## config.mk

```make
export PLATFORM = sky130hd
export DESIGN_NAME = delta_list_task_timer_queue_top
export DESIGN_NICKNAME = d
export VERILOG_FILES = /design/src/sv/dltq_pkg.sv /design/src/sv/dltq_front.sv /design/src/sv/dltq_back.sv /design/src/sv/delta_list_task_timer_queue_top.sv
export SDC_FILE = /design/constraint.sdc
export NUM_CORES = 2
export LEC_CHECK = 0
export ABC_AREA = 0
export BUFFER_PORTS_ARGS = -buffer_cell sky130_fd_sc_hd__buf_4
export CAP_MARGIN = 40
export CORE_MARGIN = 3
export CORE_UTILIZATION = 40
export CTS_CLUSTER_DIAMETER = 30
export DETAILED_ROUTE_END_ITERATION = 7
export PLACE_DENSITY = 0.6
export SETUP_SLACK_MARGIN = 0.4
export SLEW_MARGIN = 20
export SYNTH_ARGS = -nofsm -noshare
export SYNTH_HDL_FRONTEND = slang
export SYNTH_HIERARCHICAL = 1
export SYNTH_SLANG_ARGS = --single-unit
export TNS_END_PERCENT = 30
```

## constraint.sdc

```tcl
create_clock -name clk -period 9.75 [get_ports clk]
set_clock_uncertainty 0.1 [all_clocks]
set_input_delay 0.4875 -clock clk [delete_from_list [all_inputs] [get_ports clk]]
set_output_delay 0.4875 -clock clk [all_outputs]
set_load 0.01 [all_outputs]
```

## src/sv/dltq_pkg.sv

```systemverilog
// Shared types, codes and sizes of the delta-list timer queue.
`default_nettype none
package dltq_pkg;

  // Table size default and fixed field widths
  localparam int unsigned NUM_SLOTS_DEF = 16;
  localparam int unsigned CMD_W         = 2;
  localparam int unsigned HANDLE_W      = 16;
  localparam int unsigned DELAY_W       = 32;
  localparam int unsigned SLOT_OUT_W    = 5;
  localparam int unsigned QDEPTH        = 2;

  // Command codes as they arrive on the input channel
  localparam logic [CMD_W-1:0] CMD_TICK = 2'd0;
  localparam logic [CMD_W-1:0] CMD_ADD  = 2'd1;
  localparam logic [CMD_W-1:0] CMD_DISP = 2'd2;

  // Classified operations handed from front to back
  typedef logic [1:0] op_t;
  localparam op_t OP_TICK = 2'd0;
  localparam op_t OP_ADD  = 2'd1;
  localparam op_t OP_DISP = 2'd2;
  localparam op_t OP_NOP  = 2'd3;

  typedef struct packed {
    logic [CMD_W-1:0]    command;
    logic [HANDLE_W-1:0] task_handle;
    logic [DELAY_W-1:0]  first_delay;
    logic [DELAY_W-1:0]  repeat_period;
  } in_beat_t;

  typedef struct packed {
    logic [SLOT_OUT_W-1:0] slot_index;
    logic                  fired;
    logic [HANDLE_W-1:0]   fired_handle;
  } out_beat_t;

  // Queue entry between the front and the back
  typedef struct packed {
    op_t                 op;
    logic [HANDLE_W-1:0] handle;
    logic [DELAY_W-1:0]  delay;
    logic [DELAY_W-1:0]  period;
  } q_entry_t;

endpackage
`default_nettype wire

```

## src/sv/dltq_front.sv

```systemverilog
// Front end: accepts command beats, classifies them and queues them for the back end.
`default_nettype none
module dltq_front (
  input  wire                  clk,
  input  wire                  rst_n,
  input  wire                  in_valid,
  output logic                 in_stall,
  input  dltq_pkg::in_beat_t   in_data,
  output logic                 q_valid,
  output dltq_pkg::q_entry_t   q_head,
  input  wire                  q_pop
);
  import dltq_pkg::*;

  localparam int unsigned PTR_W = (QDEPTH > 1) ? $clog2(QDEPTH) : 1;
  localparam int unsigned CNT_W = $clog2(QDEPTH + 1);

  q_entry_t             q_mem [QDEPTH];
  logic [PTR_W-1:0]     wr_ptr_r, rd_ptr_r;
  logic [CNT_W-1:0]     count_r;
  q_entry_t             entry;
  logic                 push;

  // Classify the command; fields a command does not use are cleared
  always_comb begin
    entry = '0;
    case (in_data.command)
      CMD_TICK: entry.op = OP_TICK;
      CMD_ADD: begin
        entry.op     = OP_ADD;
        entry.handle = in_data.task_handle;
        entry.delay  = in_data.first_delay;
        entry.period = in_data.repeat_period;
      end
      CMD_DISP: entry.op = OP_DISP;
      default:  entry.op = OP_NOP;
    endcase
  end

  assign in_stall = (count_r == CNT_W'(QDEPTH));
  assign push     = in_valid && !in_stall;
  assign q_valid  = (count_r != '0);
  assign q_head   = q_mem[rd_ptr_r];

  // Queue storage
  always_ff @(posedge clk) begin
    if (push) begin
      q_mem[wr_ptr_r] <= entry;
    end
  end

  // Queue pointers and fill count
  always_ff @(posedge clk) begin
    if (!rst_n) begin
      wr_ptr_r <= '0;
      rd_ptr_r <= '0;
      count_r  <= '0;
    end else begin
      if (push) begin
        wr_ptr_r <= (wr_ptr_r == PTR_W'(QDEPTH - 1)) ? '0 : wr_ptr_r + 1'b1;
      end
      if (q_pop) begin
        rd_ptr_r <= (rd_ptr_r == PTR_W'(QDEPTH - 1)) ? '0 : rd_ptr_r + 1'b1;
      end
      if (push && !q_pop) begin
        count_r <= count_r + 1'b1;
      end else if (!push && q_pop) begin
        count_r <= count_r - 1'b1;
      end
    end
  end

endmodule
`default_nettype wire

```

## src/sv/dltq_back.sv

```systemverilog
// Back end: slot table, delta-list walk sequencer and result register.
`default_nettype none
module dltq_back #(
  parameter int unsigned NUM_SLOTS = dltq_pkg::NUM_SLOTS_DEF
) (
  input  wire                  clk,
  input  wire                  rst_n,
  input  wire                  q_valid,
  input  dltq_pkg::q_entry_t   q_head,
  output logic                 q_pop,
  output logic                 out_valid,
  input  wire                  out_stall,
  output dltq_pkg::out_beat_t  out_data
);
  import dltq_pkg::*;

  localparam int unsigned SLOT_W = (NUM_SLOTS > 1) ? $clog2(NUM_SLOTS) : 1;
  localparam int unsigned IDX_W  = $clog2(NUM_SLOTS + 1);
  localparam int unsigned SUM_W  = DELAY_W + SLOT_W + 1;
  localparam logic [IDX_W-1:0] NULL_CODE = IDX_W'(NUM_SLOTS);

  localparam logic [2:0] S_IDLE   = 3'd0;
  localparam logic [2:0] S_EXEC   = 3'd1;
  localparam logic [2:0] S_WALK   = 3'd2;
  localparam logic [2:0] S_UNLINK = 3'd3;
  localparam logic [2:0] S_DONE   = 3'd4;

  // Slot table
  logic [NUM_SLOTS-1:0] in_use_r;
  logic [HANDLE_W-1:0]  handle_mem [NUM_SLOTS];
  logic [DELAY_W-1:0]   delay_mem  [NUM_SLOTS];
  logic [DELAY_W-1:0]   period_mem [NUM_SLOTS];
  logic [IDX_W-1:0]     succ_mem   [NUM_SLOTS];
  logic [IDX_W-1:0]     head_r;

  // Sequencer state
  logic [2:0]           state_r;
  op_t                  op_r;
  logic [HANDLE_W-1:0]  hd_r;
  logic [DELAY_W-1:0]   dly_r;
  logic [DELAY_W-1:0]   per_r;
  logic [SLOT_W-1:0]    s_r;
  logic [SLOT_W-1:0]    h_r;
  logic [IDX_W-1:0]     cur_r, prev_r, steps_r;
  logic [SUM_W-1:0]     sum_r;
  logic [IDX_W-1:0]     res_slot_r;
  logic                 res_fired_r;
  logic [HANDLE_W-1:0]  res_handle_r;
  logic                 out_valid_r;
  out_beat_t            out_data_r;

  // Single read port of the table
  logic [SLOT_W-1:0]    rd_addr;
  logic [HANDLE_W-1:0]  rd_handle;
  logic [DELAY_W-1:0]   rd_delay;
  logic [DELAY_W-1:0]   rd_period;
  logic [IDX_W-1:0]     rd_succ;
  logic                 head_ok;

  always_comb begin
    case (state_r)
      S_WALK:   rd_addr = cur_r[SLOT_W-1:0];
      S_UNLINK: rd_addr = h_r;
      default:  rd_addr = head_r[SLOT_W-1:0];
    endcase
  end

  assign rd_handle = handle_mem[rd_addr];
  assign rd_delay  = delay_mem[rd_addr];
  assign rd_period = period_mem[rd_addr];
  assign rd_succ   = succ_mem[rd_addr];
  assign head_ok   = (head_r < NULL_CODE);

  // Lowest free slot
  logic                 free_found;
  logic [SLOT_W-1:0]    free_idx;
  always_comb begin
    free_found = 1'b0;
    free_idx   = '0;
    for (int i = NUM_SLOTS - 1; i >= 0; i--) begin
      if (!in_use_r[i]) begin
        free_found = 1'b1;
        free_idx   = SLOT_W'(i);
      end
    end
  end

  // Walk arithmetic: running sum and new relative delay
  logic [SUM_W-1:0]     nsum;
  logic [DELAY_W-1:0]   nd;
  logic                 walk_live;
  assign nsum      = sum_r + SUM_W'(rd_delay);
  assign nd        = dly_r - sum_r[DELAY_W-1:0];
  assign walk_live = (cur_r < NULL_CODE) && (steps_r < NULL_CODE);

  assign q_pop     = (state_r == S_IDLE) && q_valid;
  assign out_valid = out_valid_r;
  assign out_data  = out_data_r;

  // Table contents
  always_ff @(posedge clk) begin
    if (!rst_n) begin
      in_use_r <= '0;
      head_r   <= NULL_CODE;
    end else begin
      case (state_r)
        S_EXEC: begin
          if (op_r == OP_ADD && free_found) begin
            in_use_r[free_idx]   <= 1'b1;
            handle_mem[free_idx] <= hd_r;
            period_mem[free_idx] <= per_r;
            succ_mem[free_idx]   <= NULL_CODE;
          end else if (op_r == OP_DISP && head_ok && rd_delay == '0 &&
                       rd_period != '0 && free_found) begin
            in_use_r[free_idx]   <= 1'b1;
            handle_mem[free_idx] <= rd_handle;
            period_mem[free_idx] <= rd_period;
            succ_mem[free_idx]   <= NULL_CODE;
          end else if (op_r == OP_TICK && head_ok && rd_delay != '0) begin
            delay_mem[head_r[SLOT_W-1:0]] <= rd_delay - 1'b1;
          end
        end
        S_WALK: begin
          if (walk_live && nsum > SUM_W'(dly_r)) begin
            // insert ahead of the current entry
            delay_mem[s_r]                 <= nd;
            succ_mem[s_r]                  <= cur_r;
            delay_mem[cur_r[SLOT_W-1:0]]   <= rd_delay - nd;
            if (prev_r == NULL_CODE) begin
              head_r <= IDX_W'(s_r);
            end else begin
              succ_mem[prev_r[SLOT_W-1:0]] <= IDX_W'(s_r);
            end
          end else if (!walk_live) begin
            // append at the tail or start the list
            delay_mem[s_r] <= nd;
            if (prev_r == NULL_CODE) begin
              head_r <= IDX_W'(s_r);
            end else begin
              succ_mem[prev_r[SLOT_W-1:0]] <= IDX_W'(s_r);
            end
          end
        end
        S_UNLINK: begin
          head_r      <= (rd_succ > NULL_CODE) ? NULL_CODE : rd_succ;
          in_use_r[h_r] <= 1'b0;
        end
        default: ;
      endcase
    end
  end

  // Sequencer and result register
  always_ff @(posedge clk) begin
    if (!rst_n) begin
      state_r     <= S_IDLE;
      out_valid_r <= 1'b0;
    end else begin
      if (out_valid_r && !out_stall) begin
        out_valid_r <= 1'b0;
      end
      case (state_r)
        S_IDLE: begin
          if (q_valid) begin
            op_r         <= q_head.op;
            hd_r         <= q_head.handle;
            dly_r        <= q_head.delay;
            per_r        <= q_head.period;
            res_slot_r   <= '0;
            res_fired_r  <= 1'b0;
            res_handle_r <= '0;
            state_r      <= S_EXEC;
          end
        end
        S_EXEC: begin
          state_r <= S_DONE;
          cur_r   <= head_r;
          prev_r  <= NULL_CODE;
          sum_r   <= '0;
          steps_r <= '0;
          s_r     <= free_idx;
          if (op_r == OP_ADD) begin
            res_slot_r <= free_found ? IDX_W'(free_idx) : NULL_CODE;
            if (free_found) begin
              state_r <= S_WALK;
            end
          end else if (op_r == OP_DISP && head_ok && rd_delay == '0) begin
            res_fired_r  <= 1'b1;
            res_handle_r <= rd_handle;
            h_r          <= head_r[SLOT_W-1:0];
            dly_r        <= rd_period;
            state_r      <= (rd_period != '0 && free_found) ? S_WALK : S_UNLINK;
          end
        end
        S_WALK: begin
          if (walk_live && nsum <= SUM_W'(dly_r)) begin
            sum_r   <= nsum;
            prev_r  <= cur_r;
            cur_r   <= rd_succ;
            steps_r <= steps_r + 1'b1;
          end else begin
            state_r <= (op_r == OP_DISP) ? S_UNLINK : S_DONE;
          end
        end
        S_UNLINK: state_r <= S_DONE;
        S_DONE: begin
          if (!out_valid_r || !out_stall) begin
            out_valid_r             <= 1'b1;
            out_data_r.slot_index   <= SLOT_OUT_W'(res_slot_r);
            out_data_r.fired        <= res_fired_r;
            out_data_r.fired_handle <= res_handle_r;
            state_r                 <= S_IDLE;
          end
        end
        default: state_r <= S_IDLE;
      endcase
    end
  end

endmodule
`default_nettype wire

```

## src/sv/delta_list_task_timer_queue_top.sv

```systemverilog
// Top level of the delta-list timer queue: command front end feeding the table sequencer.
//
// A tick, an unknown command, an add to a full table and a dispatch that finds nothing
// due go from the queue through the execute state to the done state; an add that gets
// a slot first walks past every list entry whose due time is not later than the new
// task's (at most NUM_SLOTS entries); a due dispatch adds an unlink step and, for a
// periodic task with a slot free, the same walk as an add. A stalled result holds the
// sequencer in its done state. The walk reads one table entry per cycle through a single
// read port. A two-entry command queue keeps taking beats while the table is busy, until
// it fills, and a result register keeps the finished result while the next command runs.
`default_nettype none
module delta_list_task_timer_queue_top #(
  parameter int unsigned NUM_SLOTS = dltq_pkg::NUM_SLOTS_DEF
) (
  input  wire                  clk,
  input  wire                  rst_n,
  input  wire                  in_valid,
  output logic                 in_stall,
  input  dltq_pkg::in_beat_t   in_data,
  output logic                 out_valid,
  input  wire                  out_stall,
  output dltq_pkg::out_beat_t  out_data
);
  import dltq_pkg::*;

  logic     q_valid;
  logic     q_pop;
  q_entry_t q_head;

  dltq_front u_front (
    .clk      (clk),
    .rst_n    (rst_n),
    .in_valid (in_valid),
    .in_stall (in_stall),
    .in_data  (in_data),
    .q_valid  (q_valid),
    .q_head   (q_head),
    .q_pop    (q_pop)
  );

  dltq_back #(.NUM_SLOTS(NUM_SLOTS)) u_back (
    .clk       (clk),
    .rst_n     (rst_n),
    .q_valid   (q_valid),
    .q_head    (q_head),
    .q_pop     (q_pop),
    .out_valid (out_valid),
    .out_stall (out_stall),
    .out_data  (out_data)
  );

endmodule
`default_nettype wire

```

==> summary.md <==
| Metric | Value |
|---|---|
| CTS clk-pin slew, worst paths | 0.05 ns |
| Most frequent CP cell | buf_4 |
| Critical path's slowest cell | dfxtp_1 |
| Rel. slew slack | 19.59% |
| Setup Viol. Count Final | 0 |
| Max-Cap Viols | 0 |
| DR pass1 iterations | 8 |
| Fin nets | 8534 |
| Drt wl/cell | 25.88 um |
| Via count of the routed design | 70.12k |
| Worst skew pair latency | 0.96 ns |
| Syn_area_per_cell | 11.27 um2 |
| CTS buffer count | 404 |
| Synth Instances | 8075 |
| Initial Utilization | 40.36% |
| Tot Pwr | 30320 uW |
| Layout area overhead | 22.16% |
| DRC Markers | 0 |
| Final hold vios | 0 |
| Root buffer cell | clkbuf_16 |
| Final Wtd Congestion | 0.9319 |
| Yosys reg bits | 1740 |
| Outcome | finished clean |
| F_max | 0.1121 GHz |
| CTS tree | yes |
| Static leakage | 0.03804 uW |
| Final min period | 8.921 ns |
| Final worst-path cycle share | 91.49% |
| # fillers | 19.62k |
| Library cells used by synthesis | 83 |
| Post-route ant nets | 0 |
| Die Wd | 483.0 um |
| Die ar. | 233300 um2 |
| Share of synthesized registers carrying an async set or reset | 0% |
| VDD IR-drop max | 0.0002233 V |
| Seq/Total Area, Yosys | 56.90% |
| Final wirelength | 300.7 mm |
| Clk sinks | 1740 |
| Largest net degree at the start of global routing | 239 |
| DR vias/cell | 6.033 |
| Post-layout util | 49.30% |
| Power Internal | 20520 uW |
| H-tree depth | 5 |
| Tot GR Track Use | 24.84% |
| DP HPWL | 175.2 mm |
| Share of cells above drive strength 1 | 16.11% |
| Multi-input gate area | 36430 um2 |
| Post-Syn Area | 91020 um2 |
| Switching Share | 32.33% |
| Ports | 110 |
| CP Launch Type | flop |
| Slew Viols, Final | 0 |
| Comb pwr share | 25.6% |
| Part of the power in registers | 30.3% |
| HP Class | primary input to flop |
| CP Capture Type | flop |
| Top_reg_cell synth | edfxtp_1 |
| RSZ-0062 raised after global routing | no |
| Power per cell area | 272.7 nW/um2 |
| Vias in the first global route | 68.61k |
| Clock share of power | 44.1% |
| DRT iter0 DRCs | 7713 |
| Setup TNS Final | 0 ns |
| Global-route wire length before repair | 441.8 mm |
| EDFF count, synth | 1694 |
| Port Buffer Count | 109 |
| Measured slew at the worst slew-check pin | 1.206 ns |
| WS Path Type | flop to flop |
| Peak per-stage delay on the critical path | 0.52 ns |
| Synth warnings | 6 |
| GRT overflow | 0 |
| CTS Buffer Depth | 4 |
| Chip height | 483.0 um |
| Synthesized net count | 8294 |
| CORE AREA | 225500 um2 |
| Worst Path Arrival | 9.41 ns |
| Psw | 9801 uW |
| Antenna violations before repair | 9 |
| Crit Path Max Fanout | 46 |
| Register area | 51800 um2 |
| Row count | 174 |
| Worst EP required | 10.24 ns |
[sequential cells by signal, summed over array words and instances, names as in the netlist, 16 cells and up, named ones only]
signal and count:
u_back/delay_mem 512, u_back/period_mem 512, u_back/handle_mem 256, u_front/q_mem 164, u_back/succ_mem 80, u_back/sum_r 37, u_back/dly_r 32, u_back/per_r 32
u_back/out_data 22, u_back/hd_r 16, u_back/in_use_r 16, u_back/res_handle_r 16
[worst paths after layout]
| path | end | slack (ns) | cells past startpoint | startpoint |
|---|---|---|---|---|
| worst max-delay path | u_back/delay_mem[7][12]$_DFFE_PP_ | 0.83 | 34 | u_back/state_r[1]$_SDFFE_PN0P_ |
| worst min-delay path | u_front/q_mem[1][81]$_DFFE_PP_ | 0.21 | 2 | in_data[81] |
| worst max register to register | u_back/delay_mem[7][12]$_DFFE_PP_ | 0.83 | 34 | u_back/state_r[1]$_SDFFE_PN0P_ |
| worst min register to register | u_back/out_data[16]$_DFFE_PP_ | 0.32 | 0 | u_back/res_fired_r$_DFFE_PP_ |
[per-layer routing]
metal / vias up / part of all wire [%] / global-route usage [%]
li1: 30820 / - / -
met1: 34950 / 40 / 32.62
met2: 3514 / 46 / 39.62
met3: 826 / 8.3 / 4.271
met4: 6 / 5.1 / 12.70
met5: - / 0.013 / 0
[cells in the mapped netlist (28+ instances only)]
cell type	number	area, um2
nor3_1	47	235.2
buf_1	81	304.0
o211ai_1	34	255.2
inv_1	125	469.2
and2_1	516	3228
buf_2	86	430.4
mux2_1	46	518.0
nor2_1	140	525.5
a21oi_1	134	670.6
xor2_1	42	367.9
a31oi_1	412	2577
o31ai_1	30	225.2
buf_4	28	210.2
dfxtp_1	46	920.9
mux2_2	113	1272
edfxtp_1	1694	50870
nand3_1	863	4319
mux2i_1	324	3243
nor4_1	31	193.9
nor2b_1	397	2484
nand4_1	100	625.6
ha_1	130	1627
clkbuf_1	473	1775
and3_1	61	381.6
nand2_1	653	2451
o21ai_0	907	4539
a21o_1	49	367.9
nand2b_1	34	212.7
xnor2_1	81	709.4
mux4_2	123	2770
[area by class of cell]
type,instances,area share [%]
antenna,3,0.006752
tap,2992,3.367
multi-input combinational,5522,32.76
clock inverter,254,2.687
sequential,1740,46.59
clock buffer,465,9.420
inverter,127,0.4332
timing repair buffer,520,4.741
[power by group through the flow]
stage               Combinational [uW]  Sequential [uW]  Clock [uW]
finish                            7760             9180       13400
global route                      8280             9190       13900
CTS                               7570             9180       13500
detailed placement                7490             9300           0
global placement                  7250             9300           0
floorplan                         4650             9190           0
[cells in the final DEF, fill, tap and decap left out, types with 59 or more instances in the layout]
cell type      netlist  final
buf_12               0     69
and2_1             516    515
a31oi_1            412    412
o21ai_0            907    897
nand3_1            863    862
ha_1               130    130
nand2_1            653    653
a21oi_1            134    130
dlygate4sd3_1        0     87
mux2i_1            324    318
nor2b_1            397    395
buf_4               28    334
edfxtp_1          1694   1694
mux2_2             113    111
clkinv_2             0     61
bufinv_16            0     59
nand4_1            100    100
clkbuf_16            0    409
mux4_2             123    123
inv_1              125    121
xnor2_1             81     76
nor2_1             140    127
[logic make-up (layout without fill, tap and decap cells)]
logic type / Yosys count / count (layout) / share of synthesized area, %
fa+ha+maj: 133 / 133 / 1.853
xor+xnor: 123 / 123 / 1.184
flops: 1740 / 1740 / 56.90
mux: 606 / 606 / 8.573
compound gates: 1750 / 1750 / 11.13
buf+inv: 813 / 1366 / 3.680
simple gates: 2910 / 2910 / 16.68
other cells: 0 / 3 / 0
[per-stage QoR]
step / area [um2] / hold WS (ns) / worst slack (ns) / cells
after floorplan: 91040 / 0.3003 / 0.01978 / 8075
after global placement: 96140 / 0.3075 / 0.6326 / 10770
after detailed placement: 96590 / 0.3045 / 0.6186 / 10800
after CTS: 110900 / 0.1097 / 0.5239 / 11600
after global routing: 111200 / 0.1745 / 0.4076 / 11620
final: 111200 / 0.2070 / 0.8293 / 11620
[timing repair]
item | CTS | global route
hold buffers | 87 | 0
endpoints found under the setup margin | 0 | 1199
endpoints found under the hold margin | 193 | 0
buffers inserted | 0 | 5
gates resized for setup | 0 | 10
[worst max-delay path: cells and delay by family, from the launching register on]
family                   cells  cell delay (ns)
XOR/XNOR                     1             0.15
AND/OR/NAND/NOR              7             1.50
adder cells (fa/ha/maj)      2             0.70
flip-flops                   1             0.52
multiplexers                 2             0.79
AO/OA/AOI/OAI               15             3.12
buffers and inverters        7             1.59
No activity file was read; power rests on OpenSTA's default activity.
